<file path="src/rtl/core/cmlm_pkg.sv">
// Package with types, codes and byte constants of the comment and literal marker.
package cmlm_pkg;

  localparam int QUEUE_DEPTH_DEFAULT = 4;

  localparam logic [7:0] MARK_ADD   = 8'h80;
  localparam logic [7:0] SPACE_BYTE = 8'h20;
  localparam logic [7:0] CH_HASH    = 8'h23;
  localparam logic [7:0] CH_SLASH   = 8'h2F;
  localparam logic [7:0] CH_STAR    = 8'h2A;
  localparam logic [7:0] CH_BSLASH  = 8'h5C;
  localparam logic [7:0] CH_QUOTE   = 8'h27;
  localparam logic [7:0] CH_DQUOTE  = 8'h22;
  localparam logic [7:0] CH_NEWLINE = 8'h0A;

  typedef enum logic [1:0] {
    ERR_OK      = 2'd0,
    ERR_HIGH    = 2'd1,
    ERR_CTRL    = 2'd2,
    ERR_ESC_END = 2'd3
  } err_t;

  typedef enum logic [4:0] {
    MODE_CODE  = 5'b00001,
    MODE_CHAR  = 5'b00010,
    MODE_STR   = 5'b00100,
    MODE_LINE  = 5'b01000,
    MODE_BLOCK = 5'b10000
  } mode_t;

  // One accepted byte's results: one or two words.
  typedef struct packed {
    logic       two;
    logic [7:0] data0;
    err_t       err0;
    logic [7:0] data1;
    err_t       err1;
    logic       last;
  } entry_t;

endpackage

</file>
<file path="src/rtl/core/cmlm_front.sv">
// Front part: accepts source bytes, tracks the lexical mode and builds result entries.
module cmlm_front (
  input  logic               clk,
  input  logic               rst,
  input  logic               s_axis_tvalid,
  output logic               s_axis_tready,
  input  logic [7:0]         s_axis_tdata,   // [7:0] src_byte
  input  logic               s_axis_tlast,   // last_byte
  input  logic               q_full,
  output logic               push,
  output cmlm_pkg::entry_t   entry
);

  cmlm_pkg::mode_t mode, mode_next;
  logic            esc, esc_next;
  logic            star, star_next;
  logic            held, held_next;

  logic            accept;
  logic [7:0]      b;
  logic            last;
  cmlm_pkg::err_t  err_hi;
  logic [7:0]      closer;
  logic            rest_v;
  logic [7:0]      rest_d;
  cmlm_pkg::err_t  rest_e;
  logic            pre;
  logic            opener;
  logic            valid;

  assign s_axis_tready = !q_full;
  assign accept        = s_axis_tvalid && s_axis_tready;
  assign b             = s_axis_tdata;
  assign last          = s_axis_tlast;
  assign err_hi        = b[7] ? cmlm_pkg::ERR_HIGH : cmlm_pkg::ERR_OK;
  assign closer        = (mode == cmlm_pkg::MODE_CHAR) ? cmlm_pkg::CH_QUOTE
                                                       : cmlm_pkg::CH_DQUOTE;

  always_comb begin
    mode_next = mode;
    esc_next  = esc;
    star_next = star;
    held_next = held;
    rest_v    = 1'b0;
    rest_d    = b;
    rest_e    = err_hi;
    pre       = 1'b0;
    opener    = 1'b0;
    if (esc) begin
      esc_next = 1'b0;
      rest_v   = 1'b1;
      rest_d   = b + cmlm_pkg::MARK_ADD;
      rest_e   = cmlm_pkg::ERR_OK;
    end else begin
      case (mode)
        cmlm_pkg::MODE_CHAR, cmlm_pkg::MODE_STR: begin
          rest_v = 1'b1;
          if (b == closer) begin
            mode_next = cmlm_pkg::MODE_CODE;
          end else if (b == cmlm_pkg::CH_BSLASH) begin
            rest_d = b + cmlm_pkg::MARK_ADD;
            if (last) begin
              rest_e = cmlm_pkg::ERR_ESC_END;
            end else begin
              esc_next = 1'b1;
            end
          end else begin
            rest_d = b + cmlm_pkg::MARK_ADD;
            if (!b[7] && b < cmlm_pkg::SPACE_BYTE) begin
              rest_e = cmlm_pkg::ERR_CTRL;
            end
          end
        end
        cmlm_pkg::MODE_LINE: begin
          rest_v = 1'b1;
          if (b == cmlm_pkg::CH_NEWLINE) begin
            mode_next = cmlm_pkg::MODE_CODE;
          end else begin
            rest_d = cmlm_pkg::SPACE_BYTE;
          end
        end
        cmlm_pkg::MODE_BLOCK: begin
          rest_v = 1'b1;
          rest_d = cmlm_pkg::SPACE_BYTE;
          if (star && b == cmlm_pkg::CH_SLASH) begin
            mode_next = cmlm_pkg::MODE_CODE;
            star_next = 1'b0;
          end else begin
            star_next = (b == cmlm_pkg::CH_STAR);
          end
        end
        default: begin
          mode_next = cmlm_pkg::MODE_CODE;
          if (held) begin
            held_next = 1'b0;
            if (b == cmlm_pkg::CH_SLASH) begin
              mode_next = cmlm_pkg::MODE_LINE;
              opener    = 1'b1;
            end else if (b == cmlm_pkg::CH_STAR) begin
              mode_next = cmlm_pkg::MODE_BLOCK;
              star_next = 1'b0;
              opener    = 1'b1;
            end else begin
              pre = 1'b1;
            end
          end
          if (!opener) begin
            if (b == cmlm_pkg::CH_QUOTE) begin
              mode_next = cmlm_pkg::MODE_CHAR;
              rest_v    = 1'b1;
            end else if (b == cmlm_pkg::CH_DQUOTE) begin
              mode_next = cmlm_pkg::MODE_STR;
              rest_v    = 1'b1;
            end else if (b == cmlm_pkg::CH_SLASH) begin
              if (last) begin
                rest_v = 1'b1;
              end else begin
                held_next = 1'b1;
              end
            end else if (b == cmlm_pkg::CH_HASH) begin
              mode_next = cmlm_pkg::MODE_LINE;
              rest_v    = 1'b1;
              rest_d    = cmlm_pkg::SPACE_BYTE;
            end else begin
              rest_v = 1'b1;
            end
          end
        end
      endcase
    end

    entry.last = last;
    if (opener) begin
      valid       = 1'b1;
      entry.two   = 1'b1;
      entry.data0 = cmlm_pkg::SPACE_BYTE;
      entry.err0  = cmlm_pkg::ERR_OK;
      entry.data1 = cmlm_pkg::SPACE_BYTE;
      entry.err1  = cmlm_pkg::ERR_OK;
    end else if (pre) begin
      valid       = 1'b1;
      entry.two   = rest_v;
      entry.data0 = cmlm_pkg::CH_SLASH;
      entry.err0  = cmlm_pkg::ERR_OK;
      entry.data1 = rest_d;
      entry.err1  = rest_e;
    end else begin
      valid       = rest_v;
      entry.two   = 1'b0;
      entry.data0 = rest_d;
      entry.err0  = rest_e;
      entry.data1 = rest_d;
      entry.err1  = rest_e;
    end

    if (last) begin
      mode_next = cmlm_pkg::MODE_CODE;
      esc_next  = 1'b0;
      star_next = 1'b0;
      held_next = 1'b0;
    end
  end

  assign push = accept && valid;

  always_ff @(posedge clk) begin
    if (rst) begin
      mode <= cmlm_pkg::MODE_CODE;
      esc  <= 1'b0;
      star <= 1'b0;
      held <= 1'b0;
    end else if (accept) begin
      mode <= mode_next;
      esc  <= esc_next;
      star <= star_next;
      held <= held_next;
    end
  end

endmodule

</file>
<file path="src/rtl/core/cmlm_queue.sv">
// Short queue of result entries between the front and back parts.
module cmlm_queue #(
  parameter int DEPTH = cmlm_pkg::QUEUE_DEPTH_DEFAULT
) (
  input  logic             clk,
  input  logic             rst,
  input  logic             push,
  input  cmlm_pkg::entry_t push_entry,
  input  logic             pop,
  output cmlm_pkg::entry_t head,
  output logic             full,
  output logic             empty
);

  localparam int PTR_W = (DEPTH > 1) ? $clog2(DEPTH) : 1;
  localparam int CNT_W = $clog2(DEPTH + 1);
  localparam logic [PTR_W-1:0] PTR_LAST = PTR_W'(DEPTH - 1);
  localparam logic [CNT_W-1:0] CNT_FULL = CNT_W'(DEPTH);

  cmlm_pkg::entry_t slots [DEPTH];
  logic [PTR_W-1:0] wr_ptr;
  logic [PTR_W-1:0] rd_ptr;
  logic [CNT_W-1:0] count;
  logic             do_push;
  logic             do_pop;

  assign full    = (count == CNT_FULL);
  assign empty   = (count == '0);
  assign do_push = push && !full;
  assign do_pop  = pop && !empty;
  assign head    = slots[rd_ptr];

  always_ff @(posedge clk) begin
    if (do_push) begin
      slots[wr_ptr] <= push_entry;
    end
  end

  always_ff @(posedge clk) begin
    if (rst) begin
      wr_ptr <= '0;
      rd_ptr <= '0;
      count  <= '0;
    end else begin
      if (do_push) begin
        wr_ptr <= (wr_ptr == PTR_LAST) ? '0 : wr_ptr + 1'b1;
      end
      if (do_pop) begin
        rd_ptr <= (rd_ptr == PTR_LAST) ? '0 : rd_ptr + 1'b1;
      end
      if (do_push && !do_pop) begin
        count <= count + 1'b1;
      end else if (do_pop && !do_push) begin
        count <= count - 1'b1;
      end
    end
  end

endmodule

</file>
<file path="src/rtl/core/cmlm_back.sv">
// Back part: splits queued entries into words and drives the output register.
module cmlm_back (
  input  logic             clk,
  input  logic             rst,
  input  cmlm_pkg::entry_t head,
  input  logic             q_empty,
  output logic             pop,
  output logic             m_axis_tvalid,
  input  logic             m_axis_tready,
  output logic [7:0]       m_axis_tdata,   // [7:0] out_byte
  output logic             m_axis_tlast,   // out_last
  output logic [1:0]       m_axis_tuser    // [1:0] error_code
);

  logic           out_valid;
  logic [7:0]     out_data;
  cmlm_pkg::err_t out_err;
  logic           out_last;
  logic           pend_valid;
  logic [7:0]     pend_data;
  cmlm_pkg::err_t pend_err;
  logic           pend_last;
  logic           load;

  assign load = !out_valid || m_axis_tready;
  assign pop  = load && !pend_valid && !q_empty;

  always_ff @(posedge clk) begin
    if (rst) begin
      out_valid  <= 1'b0;
      pend_valid <= 1'b0;
    end else if (load) begin
      if (pend_valid) begin
        out_valid  <= 1'b1;
        out_data   <= pend_data;
        out_err    <= pend_err;
        out_last   <= pend_last;
        pend_valid <= 1'b0;
      end else if (!q_empty) begin
        out_valid  <= 1'b1;
        out_data   <= head.data0;
        out_err    <= head.err0;
        out_last   <= head.last && !head.two;
        pend_valid <= head.two;
        pend_data  <= head.data1;
        pend_err   <= head.err1;
        pend_last  <= head.last;
      end else begin
        out_valid <= 1'b0;
      end
    end
  end

  assign m_axis_tvalid = out_valid;
  assign m_axis_tdata  = out_data;
  assign m_axis_tlast  = out_last;
  assign m_axis_tuser  = out_err;

endmodule

</file>
<file path="src/rtl/core/comment_and_literal_marker_unit.sv">
// Top level of the comment and literal marker.
// Takes C source on the s_axis channel, one byte per word, tlast on the final
// byte. Gives the rewritten bytes on the m_axis channel: comments turn into
// spaces, literal bytes carry 0x80, tuser holds the error code of each word.
// A byte enters every cycle while the entry queue has room. A byte yields
// zero, one or two words: a '/' in code is held until the next byte, and a
// held '/' can come out together with the byte after it, or both become
// spaces of a comment opener. A byte's words pass through the entry queue
// and then the output register to m_axis. The output gives one word per
// cycle while m_axis_tready is high; a byte that gives two words holds the
// back end for both, so a run of such bytes fills the entry queue
// (QUEUE_DEPTH entries) and s_axis_tready drops until the back end catches up.
// When m_axis_tready is low the output word holds, the back end stops taking
// entries, and s_axis_tready falls once the queue is full.
// Reset clears the lexical mode, the queue and the output register; after the
// final byte of a source the mode returns to code for the next source.
module comment_and_literal_marker_unit #(
  parameter int QUEUE_DEPTH = cmlm_pkg::QUEUE_DEPTH_DEFAULT
) (
  input  logic       clk,
  input  logic       rst,
  input  logic       s_axis_tvalid,
  output logic       s_axis_tready,
  input  logic [7:0] s_axis_tdata,   // [7:0] src_byte
  input  logic       s_axis_tlast,   // last_byte
  output logic       m_axis_tvalid,
  input  logic       m_axis_tready,
  output logic [7:0] m_axis_tdata,   // [7:0] out_byte
  output logic       m_axis_tlast,   // out_last
  output logic [1:0] m_axis_tuser    // [1:0] error_code
);

  cmlm_pkg::entry_t push_entry;
  cmlm_pkg::entry_t head;
  logic             push;
  logic             pop;
  logic             q_full;
  logic             q_empty;

  cmlm_front u_front (
    .clk           (clk),
    .rst           (rst),
    .s_axis_tvalid (s_axis_tvalid),
    .s_axis_tready (s_axis_tready),
    .s_axis_tdata  (s_axis_tdata),
    .s_axis_tlast  (s_axis_tlast),
    .q_full        (q_full),
    .push          (push),
    .entry         (push_entry)
  );

  cmlm_queue #(
    .DEPTH (QUEUE_DEPTH)
  ) u_queue (
    .clk        (clk),
    .rst        (rst),
    .push       (push),
    .push_entry (push_entry),
    .pop        (pop),
    .head       (head),
    .full       (q_full),
    .empty      (q_empty)
  );

  cmlm_back u_back (
    .clk           (clk),
    .rst           (rst),
    .head          (head),
    .q_empty       (q_empty),
    .pop           (pop),
    .m_axis_tvalid (m_axis_tvalid),
    .m_axis_tready (m_axis_tready),
    .m_axis_tdata  (m_axis_tdata),
    .m_axis_tlast  (m_axis_tlast),
    .m_axis_tuser  (m_axis_tuser)
  );

endmodule

</file>
<file path="config.mk">
export PLATFORM = sky130hd
export DESIGN_NAME = comment_and_literal_marker_unit
export DESIGN_NICKNAME = d
export VERILOG_FILES = /design/src/rtl/core/cmlm_pkg.sv /design/src/rtl/core/cmlm_front.sv /design/src/rtl/core/cmlm_queue.sv /design/src/rtl/core/cmlm_back.sv /design/src/rtl/core/comment_and_literal_marker_unit.sv
export SDC_FILE = /design/constraint.sdc
export NUM_CORES = 1
export LEC_CHECK = 0
export ABC_CLOCK_PERIOD_IN_PS = 4000
export BUFFER_PORTS_ARGS = -buffer_cell sky130_fd_sc_hd__clkbuf_2
export CAP_MARGIN = 5
export CELL_PAD_IN_SITES_DETAIL_PLACEMENT = 1
export CELL_PAD_IN_SITES_GLOBAL_PLACEMENT = 1
export CORE_ASPECT_RATIO = 0.9
export CORE_MARGIN = 1
export CORE_UTILIZATION = 38
export DETAILED_ROUTE_END_ITERATION = 6
export HOLD_SLACK_MARGIN = 0.15
export PLACE_DENSITY_LB_ADDON = 0.1
export SLEW_MARGIN = 40
export SYNTH_ARGS = -nofsm -noshare
export SYNTH_HDL_FRONTEND = slang
export SYNTH_HIERARCHICAL = 1
export SYNTH_SLANG_ARGS = --single-unit
</file>
<file path="constraint.sdc">
create_clock -name clk -period 4 [get_ports clk]
set_input_delay 0.2 -clock clk [delete_from_list [all_inputs] [get_ports clk]]
set_output_delay 0.2 -clock clk [all_outputs]
set_load 0.1 [all_outputs]
</file>
==> results.json <==
{
  "min_to": "u_front/mode[3]",
  "ys_seq_area_share_pct": 65.02,
  "cts-root-buf": "clkbuf_16",
  "antenna_found_initial": 0,
  "slew_violations": 0,
  "cp.arrival_ns": 3.64,
  "cts.sink_count": 129,
  "grt_overflow": 0,
  "regArea_mm2": 0.003685,
  "tightestPinTransition_ns": 0.7504,
  "period_share_pct": 82.84,
  "worstReg2RegEnd": "u_queue/count[2]",
  "die_h_um": 117.8,
  "first_pass_iters": 5,
  "final_cell_mix": "edfxtp_1 (110), clkbuf_2 (25), mux4_2 (22), dfxtp_1 (18), clkbuf_16 (17)",
  "yosysTopAreaCell": "edfxtp_1",
  "grt_max_degree": 23,
  "wl_met1_um": 5789,
  "synth_top_area_share_pct": 58.30,
  "hold_start": "s_axis_tdata[0]",
  "multi_input_area_mm2": 0.001785,
  "via_per_inst": 5.323,
  "min_delay_path_depth": 3,
  "cts_tree": "built",
  "row_count": 41,
  "period_needed_ns": 3.314,
  "route.met3.wl_um": 426,
  "dp.final_hpwl_um": 8095,
  "ant_nets": 0,
  "finalWorstSetupSlack_ns": 0.6862,
  "cts_buffers": 17,
  "status": "complete, no violations",
  "totalPowerFinal_mw": 4.270,
  "io-pin-count": 26,
  "placed_cells": 568,
  "worstHoldPathType": "input port to flop",
  "drt-initial-drc-count": 182,
  "drc": 0,
  "setup_violations": 0,
  "antenna_cells": 0,
  "p_int_mw": 2.896,
  "portBuffers": 25,
  "clk_path_buf_depth": 2,
  "pre_cts_ws_ns": 0.6945,
  "path_max_fanout": 8,
  "clkSlewWorstSetupHoldPaths_ns": 0.06,
  "yosys.cell_types.count": 67,
  "r2r_cells": 12,
  "end_kind": "flop",
  "regToRegSetupSlack_ns": 0.69,
  "initial_core_util_pct": 39.73,
  "fmax_ghz": 0.3018,
  "synth_seq_cells": 129,
  "syn_inst": 362,
  "worstPathRequired_ns": 4.33,
  "routed.top_layer": "met4",
  "relSlewSlack_pct": 49.59,
  "fp.coreArea_mm2": 0.01426,
  "post_drt_wl_per_cell_um": 20.15,
  "rsz0062_at_grt": "no",
  "routed-via-count": 3194,
  "irDropWorstVdd_mv": 0.3763,
  "dieWidth_um": 130.7,
  "fin_skew_ns": 0.008551,
  "yosys_warnings": 6,
  "power_density_mw_per_mm2": 657.9,
  "cts_htree_levels": 4,
  "criticalPathCategory": "flop to flop",
  "layoutNonFillerInstCount": 600,
  "syn_avg_cell_area_um2": 15.65,
  "seq_power_share_pct": 42.6,
  "die_area_mm2": 0.01540,
  "clock_power_share_pct": 30.7,
  "syn_area_mm2": 0.005665,
  "cap_violations": 0,
  "area_delta_synth_final_pct": 14.55,
  "synth-edff-count": 110,
  "fin_nets": 415,
  "grt_pass1_wl_um": 19090,
  "async_flop_share_pct": 0,
  "reg2reg_from": "u_front/mode[4]",
  "comb_power_share_pct": 26.7,
  "drive_gt1_share_pct": 27.76,
  "fin_setup_tns_ns": 0,
  "fill_cells": 1465,
  "synth_flop_cell": "edfxtp_1",
  "dpl_cell_area_mm2": 0.005979,
  "fin_area_mm2": 0.006490,
  "leakage_nw": 2.219,
  "swShare_pct": 32.18,
  "crit_path_start_kind": "flop",
  "grt_pass1_vias": 3372,
  "insertion_delay_ns": 0.41,
  "dr_wl_met2_um": 5732,
  "grt_util_all_layers_pct": 17.21,
  "final-hold-violation-count": 0,
  "synth_area_leaders": "edfxtp_1 (58%), mux4_2 (8.7%), dfxtp_1 (6.7%), mux2_2 (2.0%), ha_1 (1.3%)",
  "final_common_cell": "edfxtp_1",
  "p_sw_mw": 1.374,
  "place.gp.congestion": 0.7894,
  "synth_nets": 382,
  "finalWirelength_um": 12090
}
==> sequential cells by signal (all words and copies together), names as in the netlist, named ones only <==
name	flops
u_back/pend_last	1
u_back/pend_err	2
u_back/m_axis_tlast	1
u_front/held	1
u_front/mode	5
u_front/star	1
u_queue/rd_ptr	2
u_back/m_axis_tdata	8
u_queue/slots	88
u_queue/wr_ptr	2
u_back/m_axis_tuser	2
u_queue/count	3
u_front/esc	1
u_back/pend_valid	1
u_back/m_axis_tvalid	1
u_back/pend_data	8
==> worst max-delay path, stage by stage (launching register included) <==
cell and delay, ns:
dfxtp_1 0.40, or3_4 0.43, a21oi_2 0.19, a21oi_2 0.14, a21oi_1 0.42, bufinv_8 0.26
nor2_2 0.14, ha_1 0.20, inv_1 0.06, fa_1 0.37, xor2_1 0.17, or3_1 0.30
a21oi_1 0.15
==> per-stage QoR <==
stage | utilization [%] | hold WS (ns)
finish | 45.51 | 0.1790
global route | 45.51 | 0.2114
CTS | 45.51 | 0.1709
detailed placement | 41.93 | 0.4871
global placement | 41.87 | 0.4774
floorplan | - | 0.3512
==> metal layers <==
layer	up-vias	GRT usage [%]
li1	1485	-
met1	1637	23.58
met2	62	26.26
met3	10	5.000
met4	0	5.316
met5	-	0
==> how the worst max path moves through the flow <==
stage,startpoint,to,slack [ns],cells past startpoint
final,u_front/mode[4],u_queue/count[2],0.69,12
after CTS,u_front/mode[4],u_queue/count[2],0.68,12
after global placement,u_front/mode[4],u_queue/count[2],0.79,12
after floorplan,u_front/mode[4],u_queue/count[2],1.02,13
after global routing,u_front/mode[4],u_queue/count[2],0.46,12
after detailed placement,u_front/mode[4],u_queue/count[2],0.69,12
==> power by group through the flow <==
stage | logic (mW) | clock network (mW) | registers [mW]
floorplan | 0.619 | 0 | 2.12
global placement | 1.14 | 0 | 1.84
detailed placement | 1.16 | 0 | 1.85
CTS | 1.16 | 1.34 | 1.83
global route | 1.22 | 1.40 | 1.84
finish | 1.14 | 1.31 | 1.82
==> kinds of logic (layout without fill, tap and decap cells) <==
group	after synthesis	after routing	synth area share [%]
compound gates	53	53	7.045
xor+xnor	5	5	0.7731
fa+ha+maj	7	7	1.678
buf+inv	37	82	3.732
flops	129	129	65.02
mux	35	35	11.26
simple gates	96	96	10.49
==> synth_stat cells (2+ instances only) <==
| library cell | n |
|---|---|
| a31oi_1 | 2 |
| mux2_2 | 10 |
| nand2_1 | 14 |
| mux4_2 | 22 |
| a21oi_2 | 2 |
| and2_1 | 7 |
| nor3b_1 | 4 |
| dfxtp_1 | 19 |
| buf_4 | 4 |
| nand3b_1 | 2 |
| edfxtp_1 | 110 |
| o31a_1 | 3 |
| and3_1 | 5 |
| nor3_1 | 8 |
| o21ai_0 | 6 |
| mux2i_1 | 3 |
| xnor2_1 | 2 |
| o31ai_1 | 2 |
| nand3_1 | 8 |
| buf_6 | 5 |
| clkbuf_1 | 9 |
| a211o_1 | 2 |
| a32oi_1 | 4 |
| nand2b_1 | 2 |
| nor2b_1 | 5 |
| a21oi_1 | 14 |
| nand4b_1 | 3 |
| o21ai_1 | 3 |
| nor2_2 | 2 |
| xor2_1 | 3 |
| or3_1 | 4 |
| nor2_1 | 16 |
| inv_1 | 15 |
| nor4_1 | 2 |
| o31ai_2 | 3 |
| ha_1 | 6 |
==> area by class of cell <==
| cell class | count | share of cell area, % |
|---|---|---|
| Inverter | 17 | 1.272 |
| Sequential cell | 129 | 56.78 |
| Clock buffer | 17 | 6.555 |
| Tap cell | 193 | 3.721 |
| Clock inverter | 14 | 1.157 |
| Multi-Input combinational cell | 196 | 27.51 |
| Timing Repair Buffer | 34 | 3.008 |
==> repair_timing <==
action	4_1_cts	5_1_grt
buffers inserted	0	0
hold buffers	1	0
endpoints found under the hold margin	1	0
gates resized for setup	0	0
Power figures use the tool's default switching activity.
